<file path="config.mk">
export PLATFORM = sky130hd
export DESIGN_NAME = axr_div
export DESIGN_NICKNAME = d
export VERILOG_FILES = /design/src/axr_pkg.sv /design/src/axr_div.sv
export SDC_FILE = /design/constraint.sdc
export NUM_CORES = 2
export LEC_CHECK = 0
export ABC_CLOCK_PERIOD_IN_PS = 10700
export CAP_MARGIN = 20
export CORE_UTILIZATION = 30
export DETAILED_ROUTE_END_ITERATION = 10
export DONT_BUFFER_PORTS = 1
export PLACE_DENSITY = 0.49
export SLEW_MARGIN = 0
export SYNTH_ARGS = -nofsm -noshare
export SYNTH_HDL_FRONTEND = slang
export SYNTH_SLANG_ARGS = --single-unit
</file>
<file path="constraint.sdc">
create_clock -name clk -period 10.7 [get_ports clk]
set_clock_uncertainty 0.05 [all_clocks]
set_input_delay 1.07 -clock clk [delete_from_list [all_inputs] [get_ports clk]]
set_output_delay 1.07 -clock clk [all_outputs]
set_load 0.02 [all_outputs]
</file>
<file path="src/axr_pkg.sv">
// shared types, widths and arithmetic helpers for the x axis alignment rotation block
// no dependencies
package axr_pkg;

  localparam int IN_W      = 16;
  localparam int FRAC      = 14;
  localparam int OUT_W     = 16;
  localparam int ONE       = 1 << FRAC;
  localparam int LG_W      = $clog2(IN_W);
  localparam int SC_TOP    = 29;
  localparam int SC_W      = SC_TOP + 1;
  localparam int SQ_W      = 2 * SC_W;
  localparam int SQ_RAD_W  = SQ_W + 2;
  localparam int SQ_ROOT_W = SQ_RAD_W / 2;
  localparam int SQ_REM_W  = SQ_ROOT_W + 3;
  localparam int SQ_STEPS  = SQ_ROOT_W;
  localparam int DV_Q_W    = FRAC + 2;
  localparam int DV_DEN_W  = SQ_ROOT_W;
  localparam int DV_NUM_W  = DV_DEN_W + DV_Q_W + 1;
  localparam int DV_STEPS  = DV_Q_W;
  localparam int CQ_W      = FRAC + 4;
  localparam int PR_W      = 2 * CQ_W;

  localparam logic signed [CQ_W-1:0] ONE_CQ = CQ_W'(ONE);
  localparam logic [DV_Q_W-1:0] ONE_DQ = DV_Q_W'(ONE);

  typedef enum logic [1:0] {
    ST_ROT  = 2'd0,
    ST_AXIS = 2'd1,
    ST_ZERO = 2'd2
  } status_t;

  typedef struct packed {
    logic    nx;
    logic    ny;
    logic    nz;
    status_t st;
  } side_t;

  typedef struct packed {
    logic [SC_W-1:0] sx;
    logic [SC_W-1:0] ty;
    logic [SC_W-1:0] tz;
    logic [LG_W-1:0] diff;
  } pre_t;

  typedef struct packed {
    logic signed [OUT_W-1:0] m00;
    logic signed [OUT_W-1:0] m01;
    logic signed [OUT_W-1:0] m02;
    logic signed [OUT_W-1:0] m10;
    logic signed [OUT_W-1:0] m11;
    logic signed [OUT_W-1:0] m12;
    logic signed [OUT_W-1:0] m20;
    logic signed [OUT_W-1:0] m21;
    logic signed [OUT_W-1:0] m22;
    status_t                 status;
  } res_t;

  // position of the leading one
  function automatic logic [LG_W-1:0] msb_pos(input logic [IN_W-1:0] v);
    logic [LG_W-1:0] p;
    p = '0;
    for (int i = 0; i < IN_W; i++) begin
      if (v[i]) p = LG_W'(i);
    end
    return p;
  endfunction

  // q-format product, rounded half away from zero on magnitudes
  function automatic logic signed [CQ_W-1:0] qmul(input logic signed [CQ_W-1:0] a,
                                                   input logic signed [CQ_W-1:0] b);
    logic [CQ_W-1:0] ua;
    logic [CQ_W-1:0] ub;
    logic [PR_W-1:0] pr;
    logic [CQ_W-1:0] r;
    ua = a[CQ_W-1] ? CQ_W'(-a) : CQ_W'(a);
    ub = b[CQ_W-1] ? CQ_W'(-b) : CQ_W'(b);
    pr = PR_W'(ua) * PR_W'(ub) + PR_W'(ONE / 2);
    r  = CQ_W'(pr >> FRAC);
    return (a[CQ_W-1] != b[CQ_W-1]) ? $signed(CQ_W'(-r)) : $signed(r);
  endfunction

  function automatic logic signed [OUT_W-1:0] sat_one(input logic signed [CQ_W-1:0] v);
    logic signed [CQ_W-1:0] c;
    c = v;
    if (v > ONE_CQ) c = ONE_CQ;
    if (v < -ONE_CQ) c = -ONE_CQ;
    return OUT_W'(c);
  endfunction

endpackage

</file>
<file path="src/axr_div.sv">
// pipelined restoring divider, one quotient bit per stage
// depends on axr_pkg
module axr_div (
  input  logic                          clk,
  input  logic                          en,
  input  logic [axr_pkg::DV_NUM_W-1:0]  num,
  input  logic [axr_pkg::DV_DEN_W-1:0]  den,
  output logic [axr_pkg::DV_Q_W-1:0]    quo
);

  logic [axr_pkg::DV_NUM_W-1:0] rem_r [axr_pkg::DV_STEPS-1];
  logic [axr_pkg::DV_DEN_W-1:0] den_r [axr_pkg::DV_STEPS-1];
  logic [axr_pkg::DV_Q_W-1:0]   q_r   [axr_pkg::DV_STEPS];

  for (genvar j = 0; j < axr_pkg::DV_STEPS; j++) begin : g_st
    logic [axr_pkg::DV_NUM_W-1:0] rem_in;
    logic [axr_pkg::DV_NUM_W-1:0] sh;
    logic [axr_pkg::DV_DEN_W-1:0] den_in;
    logic [axr_pkg::DV_Q_W-1:0]   q_in;
    logic                         ge;

    if (j == 0) begin : g_first
      assign rem_in = num;
      assign den_in = den;
      assign q_in   = '0;
    end else begin : g_next
      assign rem_in = rem_r[j-1];
      assign den_in = den_r[j-1];
      assign q_in   = q_r[j-1];
    end

    assign sh = axr_pkg::DV_NUM_W'(den_in) << (axr_pkg::DV_Q_W - 1 - j);
    assign ge = rem_in >= sh;

    always_ff @(posedge clk) begin
      if (en) begin
        q_r[j] <= {q_in[axr_pkg::DV_Q_W-2:0], ge};
      end
    end

    if (j < axr_pkg::DV_STEPS - 1) begin : g_carry
      always_ff @(posedge clk) begin
        if (en) begin
          rem_r[j] <= ge ? rem_in - sh : rem_in;
          den_r[j] <= den_in;
        end
      end
    end
  end

  assign quo = q_r[axr_pkg::DV_STEPS-1];

endmodule

</file>
==> flow_metrics.env <==
export IMPL_start_util_pct=30.2
export IMPL_setup_viol=0
export IMPL_wire_per_inst_um=16.8
export IMPL_clkTransAtPathRegs_ns=0.06
export IMPL_cts_path_max_buffers=3
export IMPL_critPathCapture="rem_r[0][92]"
export IMPL_cts_tree="built"
export IMPL_wl_met3_mm=5.44
export IMPL_num_rows=183
export IMPL_setup_tns_ns=0
export IMPL_io_buffer_count=0
export IMPL_crit_chain="ha_1 -> a21oi_1 -> inv_1 -> a21oi_1 -> o21bai_1 -> a2111oi_0 -> o21ai_0 -> o21ai_4 -> buf_4 -> inv_1 -> mux2_2"
export IMPL_cts_resized=0
export IMPL_drive_gt1_share_pct=5.07
export IMPL_grt_pass1_wl_mm=273
export IMPL_route_met2_wl_mm=89.6
export IMPL_maxSlewHeadroom_pct=1.53
export IMPL_die_area_um2=253000
export IMPL_finalHoldViolCount=0
export IMPL_antenna_found_initial=0
export IMPL_synthFlopType="edfxtp_1"
export IMPL_end_kind="register"
export IMPL_grt_start_max_net_pins=260
export IMPL_hp_class="primary input to register"
export IMPL_comb_power_share_pct=40.2
export IMPL_p_per_area_nw_per_um2=268
export IMPL_r2r_cells=11
export IMPL_dpl_cell_count=10100
export IMPL_power_frac_seq_pct=36.4
export IMPL_crit_path_start_kind="register"
export IMPL_gp_congestion=0.931
export IMPL_die_h_um=503
export IMPL_fp_dieW_um=503
export IMPL_syn2layout_area_growth_pct=11.7
export IMPL_cts_root_buf="clkbuf_16"
export IMPL_cts_buffers=155
export IMPL_finalCritPeriodShare_pct=41.6
export IMPL_syn_nets=7570
export IMPL_coreArea_um2=249000
export IMPL_syn_avg_cell_area_um2=10.8
export IMPL_viasPerCell=4.88
export IMPL_switching_share_pct=36.7
export IMPL_yosys_area_top_type="edfxtp_1"
export IMPL_required_ns=11.21
export IMPL_netlist_area_leader_share_pct=52.7
export IMPL_worst_pin_slew_ns=1.48
export IMPL_post_route_cell_area_um2=84100
export IMPL_ys_ff_latch=1321
export IMPL_p_int_uw=14300
export IMPL_slew_viol_final=0
export IMPL_path_class="register to register"
export IMPL_synth_async_sr_flop_share_pct=0
export IMPL_status="finished, final reports clean"
export IMPL_synth_common_cells="edfxtp_1 (1321), inv_1 (646), a21oi_1 (599)"
export IMPL_clk_latency_ns=0.82
export IMPL_hpwl_mm=132
export IMPL_rsz0062_at_grt="no"
export IMPL_ys_types=93
export IMPL_fin_crit_ns=4.45
export IMPL_crit_start="rem_r[0][37]"
export IMPL_ioPinCount=97
export IMPL_hold_buffers=0
export IMPL_ir_worst_vdd_uv=165
export IMPL_cts_sinks=1321
export IMPL_worst_ep_arrival_time_ns=4.96
export IMPL_synth_most_common_cell="edfxtp_1"
export IMPL_grt_usage_pct=13.5
export IMPL_nets=7533
export IMPL_htreeDepth=4
export IMPL_grt_pass1_vias=52300
export IMPL_dr_first_iter_drc_count=3100
export IMPL_grt_overflow=0
export IMPL_reg2reg_from="rem_r[0][37]"
export IMPL_instances_no_fill=10400
export IMPL_worstReg2RegEnd="rem_r[0][92]"
export IMPL_leakage_uw=0.0325
export IMPL_rrSetupSlack_ns=6.25
export IMPL_worstPathMaxFanout=63
export IMPL_drt_met1_wl_mm=68.6
export IMPL_drv_cap=0
export IMPL_yosysWarnings=0
export IMPL_place_area_um2=78900
export IMPL_ant_nets=0
export IMPL_clock_power_share_pct=23.4
export IMPL_num_vias=50700
export IMPL_cp_slowest_cell="a2111oi_0"
export IMPL_post_cts_buffers=0
export IMPL_antenna_cells=0
export IMPL_final_core_util_pct=33.8
export IMPL_synth_yosys_seq_area_share_pct=52.7
export IMPL_critPathMaxStageDelay_ns=1.05
export IMPL_clock_fmax_ghz=0.224
export IMPL_synth_edf_count=1321
export IMPL_synth_area_leaders="edfxtp_1 (53%), ha_1 (8.2%), a21oi_1 (4.0%)"
export IMPL_drc=0
export IMPL_dr_pass1_iters=6
export IMPL_routed_top_layer="met4"
export IMPL_switchingPower_uw=8280
export IMPL_finalPower_uw=22500
export IMPL_netlist_area_um2=75300
export IMPL_netlist_instances=6978
export IMPL_drt_wl_total_mm=174
[power groups by stage]
stage               Sequential (uW)  Combinational [uW]  Clock (uW)
global placement               8310                8890           0
detailed placement             8300                8980           0
global route                   8340               10000        5650
CTS                            8200                9020        5470
finish                         8200                9060        5280
floorplan                      7980                6880           0
[state kept, by name, summed over array words and instances, names as in the netlist]
register / cells
rem_r: 720
den_r: 465
q_r: 136
[critical path: cells and delay by family, from the launching register on]
| family | cells | cell delay, ns |
|---|---|---|
| compound gates | 6 | 2.15 |
| buf+inv | 3 | 0.83 |
| fa+ha+maj | 1 | 0.42 |
| flops | 1 | 0.41 |
| mux | 1 | 0.33 |
[routing by layer]
layer | GRT usage (%) | vias to the layer above
met3 | 2.02 | 484
met5 | 0 | -
met2 | 25.6 | 1087
met1 | 13.8 | 23600
met4 | 8.16 | 0
li1 | - | 25500
[stage by stage]
stage / setup slack (ns) / hold WS, ns
finish: 6.25 / 0.302
global route: 5.94 / 0.239
CTS: 6.25 / 0.223
detailed placement: 5.42 / 0.355
global placement: 5.56 / 0.351
floorplan: 6.97 / 0.350
[logic make-up (layout without fill, tap and decap cells)]
logic type               after synthesis  in the layout  synth area share (%)
flip-flops                          1321           1321                  52.7
adder cells (fa/ha/maj)              511            511                  8.65
buffers and inverters                869            954                  4.40
XOR/XNOR                             531            531                  6.18
AND/OR/NAND/NOR                     1810           1810                  11.7
AO/OA/AOI/OAI                       1870           1870                  15.4
multiplexers                          66             66                 0.978
[how the worst min path moves through the flow]
stage,startpoint,endpoint,slack (ns),depth (start not counted)
6_report,num[3],rem_r[0][3],0.30,0
4_1_cts,num[10],rem_r[0][10],0.22,0
5_1_grt,num[7],rem_r[0][7],0.24,0
2_1_floorplan,q_r[9][9],q_r[10][10],0.35,0
3_3_place_gp,q_r[13][2],q_r[14][3],0.35,0
3_5_place_dp,q_r[9][1],q_r[10][2],0.35,0
[cell type report]
class | count | area (um^2)
Clock buffer | 182 | 4000
Clock inverter | 97 | 1140
Fill cell | 24600 | 165000
Inverter | 650 | 2440
Multi-Input combinational cell | 4788 | 32400
Sequential cell | 1321 | 39700
Tap cell | 3330 | 4170
Timing Repair Buffer | 25 | 308
[layout by cell type, fill, tap and decap left out, types with 21 or more instances in the layout]
cell and count:
edfxtp_1 1321, inv_1 646, a21oi_1 597, nand2_1 575, ha_1 496, nor2_1 444
o21ai_0 433, xnor2_1 280, a21o_1 256, xor2_1 251, clkbuf_16 156, nand4_1 114
nand3_1 114, nor3_1 94, o21bai_1 80, nor2b_1 70, nand2b_1 63, o21ai_1 63
nor4_1 59, a31oi_1 56, o21a_1 47, and3_1 43, or3_1 43, a211oi_1 42
mux2_2 39, o211ai_1 36, and2_1 35, o31ai_1 35, clkinv_1 35, clkinv_2 26
clkbuf_1 26, or4_1 21, mux2_1 21
(Power assumes the default switching activity.)
