**src/axr_pkg.sv**
```systemverilog
// shared types, widths and arithmetic helpers for the x axis alignment rotation block
// no dependencies
package axr_pkg;

  localparam int IN_W      = 16;
  localparam int FRAC      = 14;
  localparam int OUT_W     = 16;
  localparam int ONE       = 1 << FRAC;
  localparam int LG_W      = $clog2(IN_W);
  localparam int SC_TOP    = 29;
  localparam int SC_W      = SC_TOP + 1;
  localparam int SQ_W      = 2 * SC_W;
  localparam int SQ_RAD_W  = SQ_W + 2;
  localparam int SQ_ROOT_W = SQ_RAD_W / 2;
  localparam int SQ_REM_W  = SQ_ROOT_W + 3;
  localparam int SQ_STEPS  = SQ_ROOT_W;
  localparam int DV_Q_W    = FRAC + 2;
  localparam int DV_DEN_W  = SQ_ROOT_W;
  localparam int DV_NUM_W  = DV_DEN_W + DV_Q_W + 1;
  localparam int DV_STEPS  = DV_Q_W;
  localparam int CQ_W      = FRAC + 4;
  localparam int PR_W      = 2 * CQ_W;

  localparam logic signed [CQ_W-1:0] ONE_CQ = CQ_W'(ONE);
  localparam logic [DV_Q_W-1:0] ONE_DQ = DV_Q_W'(ONE);

  typedef enum logic [1:0] {
    ST_ROT  = 2'd0,
    ST_AXIS = 2'd1,
    ST_ZERO = 2'd2
  } status_t;

  typedef struct packed {
    logic    nx;
    logic    ny;
    logic    nz;
    status_t st;
  } side_t;

  typedef struct packed {
    logic [SC_W-1:0] sx;
    logic [SC_W-1:0] ty;
    logic [SC_W-1:0] tz;
    logic [LG_W-1:0] diff;
  } pre_t;

  typedef struct packed {
    logic signed [OUT_W-1:0] m00;
    logic signed [OUT_W-1:0] m01;
    logic signed [OUT_W-1:0] m02;
    logic signed [OUT_W-1:0] m10;
    logic signed [OUT_W-1:0] m11;
    logic signed [OUT_W-1:0] m12;
    logic signed [OUT_W-1:0] m20;
    logic signed [OUT_W-1:0] m21;
    logic signed [OUT_W-1:0] m22;
    status_t                 status;
  } res_t;

  // position of the leading one
  function automatic logic [LG_W-1:0] msb_pos(input logic [IN_W-1:0] v);
    logic [LG_W-1:0] p;
    p = '0;
    for (int i = 0; i < IN_W; i++) begin
      if (v[i]) p = LG_W'(i);
    end
    return p;
  endfunction

  // q-format product, rounded half away from zero on magnitudes
  function automatic logic signed [CQ_W-1:0] qmul(input logic signed [CQ_W-1:0] a,
                                                   input logic signed [CQ_W-1:0] b);
    logic [CQ_W-1:0] ua;
    logic [CQ_W-1:0] ub;
    logic [PR_W-1:0] pr;
    logic [CQ_W-1:0] r;
    ua = a[CQ_W-1] ? CQ_W'(-a) : CQ_W'(a);
    ub = b[CQ_W-1] ? CQ_W'(-b) : CQ_W'(b);
    pr = PR_W'(ua) * PR_W'(ub) + PR_W'(ONE / 2);
    r  = CQ_W'(pr >> FRAC);
    return (a[CQ_W-1] != b[CQ_W-1]) ? $signed(CQ_W'(-r)) : $signed(r);
  endfunction

  function automatic logic signed [OUT_W-1:0] sat_one(input logic signed [CQ_W-1:0] v);
    logic signed [CQ_W-1:0] c;
    c = v;
    if (v > ONE_CQ) c = ONE_CQ;
    if (v < -ONE_CQ) c = -ONE_CQ;
    return OUT_W'(c);
  endfunction

endpackage

```
**src/axr_sqrt.sv**
```systemverilog
// pipelined integer square root, one result bit per stage
// depends on axr_pkg
module axr_sqrt (
  input  logic                           clk,
  input  logic                           en,
  input  logic [axr_pkg::SQ_RAD_W-1:0]   rad,
  output logic [axr_pkg::SQ_ROOT_W-1:0]  root
);

  logic [axr_pkg::SQ_REM_W-1:0]  rem_r  [axr_pkg::SQ_STEPS-1];
  logic [axr_pkg::SQ_RAD_W-1:0]  rad_r  [axr_pkg::SQ_STEPS-1];
  logic [axr_pkg::SQ_ROOT_W-1:0] root_r [axr_pkg::SQ_STEPS];

  for (genvar j = 0; j < axr_pkg::SQ_STEPS; j++) begin : g_st
    logic [axr_pkg::SQ_REM_W-1:0]  rem_in;
    logic [axr_pkg::SQ_REM_W-1:0]  cur;
    logic [axr_pkg::SQ_REM_W-1:0]  tst;
    logic [axr_pkg::SQ_ROOT_W-1:0] root_in;
    logic [axr_pkg::SQ_RAD_W-1:0]  rad_in;
    logic                          ge;

    if (j == 0) begin : g_first
      assign rem_in  = '0;
      assign root_in = '0;
      assign rad_in  = rad;
    end else begin : g_next
      assign rem_in  = rem_r[j-1];
      assign root_in = root_r[j-1];
      assign rad_in  = rad_r[j-1];
    end

    assign cur = {rem_in[axr_pkg::SQ_REM_W-3:0], rad_in[axr_pkg::SQ_RAD_W-1 -: 2]};
    assign tst = {1'b0, root_in, 2'b01};
    assign ge  = cur >= tst;

    always_ff @(posedge clk) begin
      if (en) begin
        root_r[j] <= {root_in[axr_pkg::SQ_ROOT_W-2:0], ge};
      end
    end

    if (j < axr_pkg::SQ_STEPS - 1) begin : g_carry
      always_ff @(posedge clk) begin
        if (en) begin
          rem_r[j] <= ge ? cur - tst : cur;
          rad_r[j] <= rad_in << 2;
        end
      end
    end
  end

  assign root = root_r[axr_pkg::SQ_STEPS-1];

endmodule

```
**config.mk**
```make
export PLATFORM = sky130hd
export DESIGN_NAME = axr_sqrt
export DESIGN_NICKNAME = d
export VERILOG_FILES = /design/src/axr_pkg.sv /design/src/axr_sqrt.sv
export SDC_FILE = /design/constraint.sdc
export NUM_CORES = 2
export LEC_CHECK = 0
export ABC_AREA = 1
export BUFFER_PORTS_ARGS = -buffer_cell sky130_fd_sc_hd__buf_2
export CAP_MARGIN = 20
export CORE_MARGIN = 2
export CORE_UTILIZATION = 32
export CTS_CLUSTER_DIAMETER = 60
export DETAILED_ROUTE_END_ITERATION = 7
export PLACE_DENSITY_LB_ADDON = 0.25
export SLEW_MARGIN = 20
export SYNTH_ARGS = -nofsm -noshare
export SYNTH_HDL_FRONTEND = slang
export SYNTH_SLANG_ARGS = --single-unit
```
**constraint.sdc**
```tcl
create_clock -name clk -period 2.45 [get_ports clk]
set_clock_uncertainty 0.2 [all_clocks]
set_input_delay 0.1225 -clock clk [delete_from_list [all_inputs] [get_ports clk]]
set_output_delay 0.1225 -clock clk [all_outputs]
set_load 0.01 [all_outputs]
```
==> summary.md <==
| Metric | Value |
|---|---|
| Setup_tns | `-3870 ps` |
| Pre-CTS setup slack | `-300 ps` |
| Post-synthesis sequential area ratio | `between 50% and 60%` |
| Mapped cell area | `~130000 µm²` |
| Critical Path AT | `roughly 3000 ps` |
| Clock slew at reported path FFs | `about 60 ps` |
| Post-synthesis instance total | `15.0k` |
| RSZ-0062 raised after global routing | `true` |
| Clock Tree Root | `clkbuf_16` |
| DR DRC count | `0` |
| Worst VDD drop | `~570 µV` |
| Min-delay src | `rad_r[1][104]` |
| Number of enable flip-flop cells after synthesis | `around 2.3k` |
| Status | `finished, violations left` |
| H-tree levels | `5` |
| Die Ht | `between 600 and 700 µm` |
| Fin crit period | `between 2000 and 3000 ps` |
| Detail Route Antenna Nets | `0` |
| Startpoint Class | `flip-flop` |
| Placer congestion estimate | `between 0.9 and 1` |
| Reg2reg start | `root_r[1][332]` |
| Cell Area, Placed | `approximately 150000 µm²` |
| Final setup fails | `roughly 150` |
| PwrDens | `800 nW/µm²` |
| Vias in the first global route | `about 100k` |
| Grt total ovfl | `0` |
| Final Hold Vio Count | `0` |
| Max Transition Viols Final | `0` |
| First-pass GRT wire length | `roughly 590000 µm` |
| WL per Instance | `roughly 17 µm` |
| # fillers | `about 40k` |
| Tcrit/Tclk final | `103%` |
| Critical path class | `flip-flop to flip-flop` |
| Synth unique cells | `between 50 and 60` |
| Class of the worst hold path | `flip-flop to flip-flop` |
| Pleak | `around 80 nW` |
| Final instance area | `180000 µm²` |
| Initial cell density of the core | `between 30% and 40%` |
| Synth warn | `0` |
| Max clock buf depth | `4` |
| Setup WS post-layout | `-83.7 ps` |
| DR pass1 iterations | `6` |
| Layout cells sized above 1 | `between 30% and 40%` |
| Slew headroom | `approximately 46%` |
| Initial antenna violation count | `5` |
| Die area | `around 410000 µm²` |
| Critical Path Fanout Max | `9` |
| DP HPWL | `around 300000 µm` |
| Total clock sinks | `2339` |
| Nets | `18.7k` |
| Critical path launch point | `root_r[1][332]` |
| Most used DFF post-synth | `edfxtp_1` |
| Area Overhead vs Synth | `40.0%` |
| Post-Syn Nets | `around 16k` |
| Die W | `between 600 and 700 µm` |
| Global Route Usage Sum | `18.4%` |
| Via count | `~110k` |
| CTS tree | `done` |
| Mean Syn Cell Area | `~8.6 µm²` |
| Iteration-0 DRC Markers | `between 7k and 8k` |
| Crit path required time | `2920 ps` |
| Register bit count reported by yosys | `2339` |
| Async S/R FF share, synth | `0%` |
| Clk Latency, worst-skew pair | `about 940 ps` |
| Final wirelength | `about 400000 µm` |
| PortBufs | `94` |
| Via/cell ratio | `4.57` |
| Cts bufs inserted | `320` |
| Num ports | `95` |
| FP Rows | `about 230` |
| CP endpoint kind | `flip-flop` |
| Largest net degree at the start of global routing | `97` |
| Max_cap viols | `0` |
| Highest clock rate | `between 0.3 and 0.4 GHz` |
| Core footprint | `between 400000 and 500000 µm²` |
| R2r setup slk | `-80 ps` |
| Failing checks | `negative setup slack` |
| Slew at the pin closest to its max-slew limit | `just over 800 ps` |
==> flip-flops by register name, indices dropped and copies added, names as in the netlist <==
register / cells
rad_r: 930
rem_r: 913
root_r: 496
==> cells in the mapped netlist, types with 2 or more instances <==
library cell / n / area [µm²]
a21boi_0: 7 / 52.6
a21boi_2: 3 / 33.8
a21o_1: 6 / 45.0
a21oi_1: 573 / 2870
a21oi_2: 15 / 131
a31oi_1: 3 / 18.8
and2_1: 51 / 319
and3_1: 24 / 150
buf_2: 57 / 285
buf_4: 38 / 285
buf_6: 18 / 203
clkbuf_1: 5 / 18.8
clkbuf_2: 5 / 25.0
edfxtp_1: 2339 / 70200
ha_1: 528 / 6610
inv_1: 2660 / 9980
inv_2: 20 / 75.1
nand2_1: 5277 / 19800
nand2_2: 12 / 75.1
nand2b_1: 4 / 25.0
nand3_1: 723 / 3620
nand3_2: 14 / 140
nand3_4: 3 / 52.6
nand3b_1: 136 / 1020
nand4_1: 211 / 1320
nor2_1: 1213 / 4550
nor2_2: 26 / 163
nor2_4: 12 / 135
nor2b_1: 2 / 12.5
nor3_1: 190 / 951
nor3_2: 3 / 30.0
nor3b_1: 6 / 45.0
nor4_1: 21 / 131
o211ai_1: 7 / 52.6
o21a_1: 5 / 37.5
o21ai_0: 239 / 1200
o21ai_1: 51 / 255
o21ai_2: 3 / 26.3
o21bai_1: 32 / 240
or2_2: 36 / 225
xnor2_1: 111 / 972
xor2_1: 267 / 2340
==> layer usage <==
| metal | vias to the layer above | share of wire, % | GRT usage (%) |
|---|---|---|---|
| li1 | 54500 | - | - |
| met3 | 603 | 4.3 | 1.85 |
| met5 | - | 0 | 0 |
| met2 | 2249 | 47 | 30.9 |
| met4 | 0 | 2.8 | 5.03 |
| met1 | 50700 | 46 | 25.4 |
==> final cells by class <==
cell class	instances	area, µm²	area share, %
Multi-Input combinational cell	9826	58500	32.4
Clock buffer	379	8310	4.61
Timing Repair Buffer	2936	24500	13.6
Sequential cell	2339	70200	38.9
Timing Repair inverter	2	16.3	0.00901
Clock inverter	199	2070	1.15
Tap cell	5287	6620	3.67
Inverter	2680	10200	5.63
Antenna cell	1	2.50	0.00139
==> per-stage QoR <==
step	utilization, %	cells	total power [mW]	hold slack (ps)
finish	44.9	23600	144	193
global route	44.9	23600	153	173
CTS	42.0	23300	139	132
detailed placement	37.8	22300	90.2	101
global placement	37.8	22300	90.2	100
floorplan	-	15000	72.3	21.4
==> layout by cell type (no fill, tap or decap), types with 201 or more instances in the layout <==
cell type,n
nor2_1,931
inv_1,2462
nand3_1,620
edfxtp_1,2339
buf_4,2485
nand2_4,201
nand4_1,211
nor2_2,211
xor2_1,265
nand2_1,4434
nand2_2,649
inv_2,201
ha_4,323
a21oi_1,365
clkbuf_16,359
==> report_power, final <==
part	total, mW	leakage [nW]	switching [mW]	internal (mW)
clock network	45.6	5.04	18.7	26.9
registers	53.5	22.5	3.59	49.9
logic	45.4	54.5	25.4	20.0
==> worst paths after layout <==
check	cells after the start	to
setup reg to reg	14	rem_r[1][398]
hold / removal	0	rad_r[1][166]
hold reg to reg	0	rad_r[1][166]
setup / recovery	14	rem_r[1][398]
==> cells by family after synthesis <==
logic type / after synthesis / share of synthesized area (%)
compound gates: 950 / 3.90
xor+xnor: 378 / 2.57
fa+ha+maj: 528 / 5.13
buf+inv: 2803 / 8.44
flops: 2339 / 54.5
other cells: 1 / 0.00291
simple gates: 7968 / 25.5
==> worst max-delay path: stages (launching register included) <==
cell and delay, ps:
edfxtp_1 470, inv_2 80, ha_4 280, nand2_4 50
buf_6 120, nor2_4 130, inv_2 60, nor2_2 100
nor3b_4 220, nand2_4 90, nand2_8 110, clkinv_8 100
buf_12 160, nand2_2 60, nand2_2 60
==> repair_timing <==
action,in CTS,in global routing
cloned,17,43
hold buffers,128,0
pin swaps,165,542
gates resized for setup,717,2002
hold endpoints to repair,2283,0
setup buffers,238,339
endpoints found under the setup margin,648,858
No activity file was read; power rests on OpenSTA's default activity.
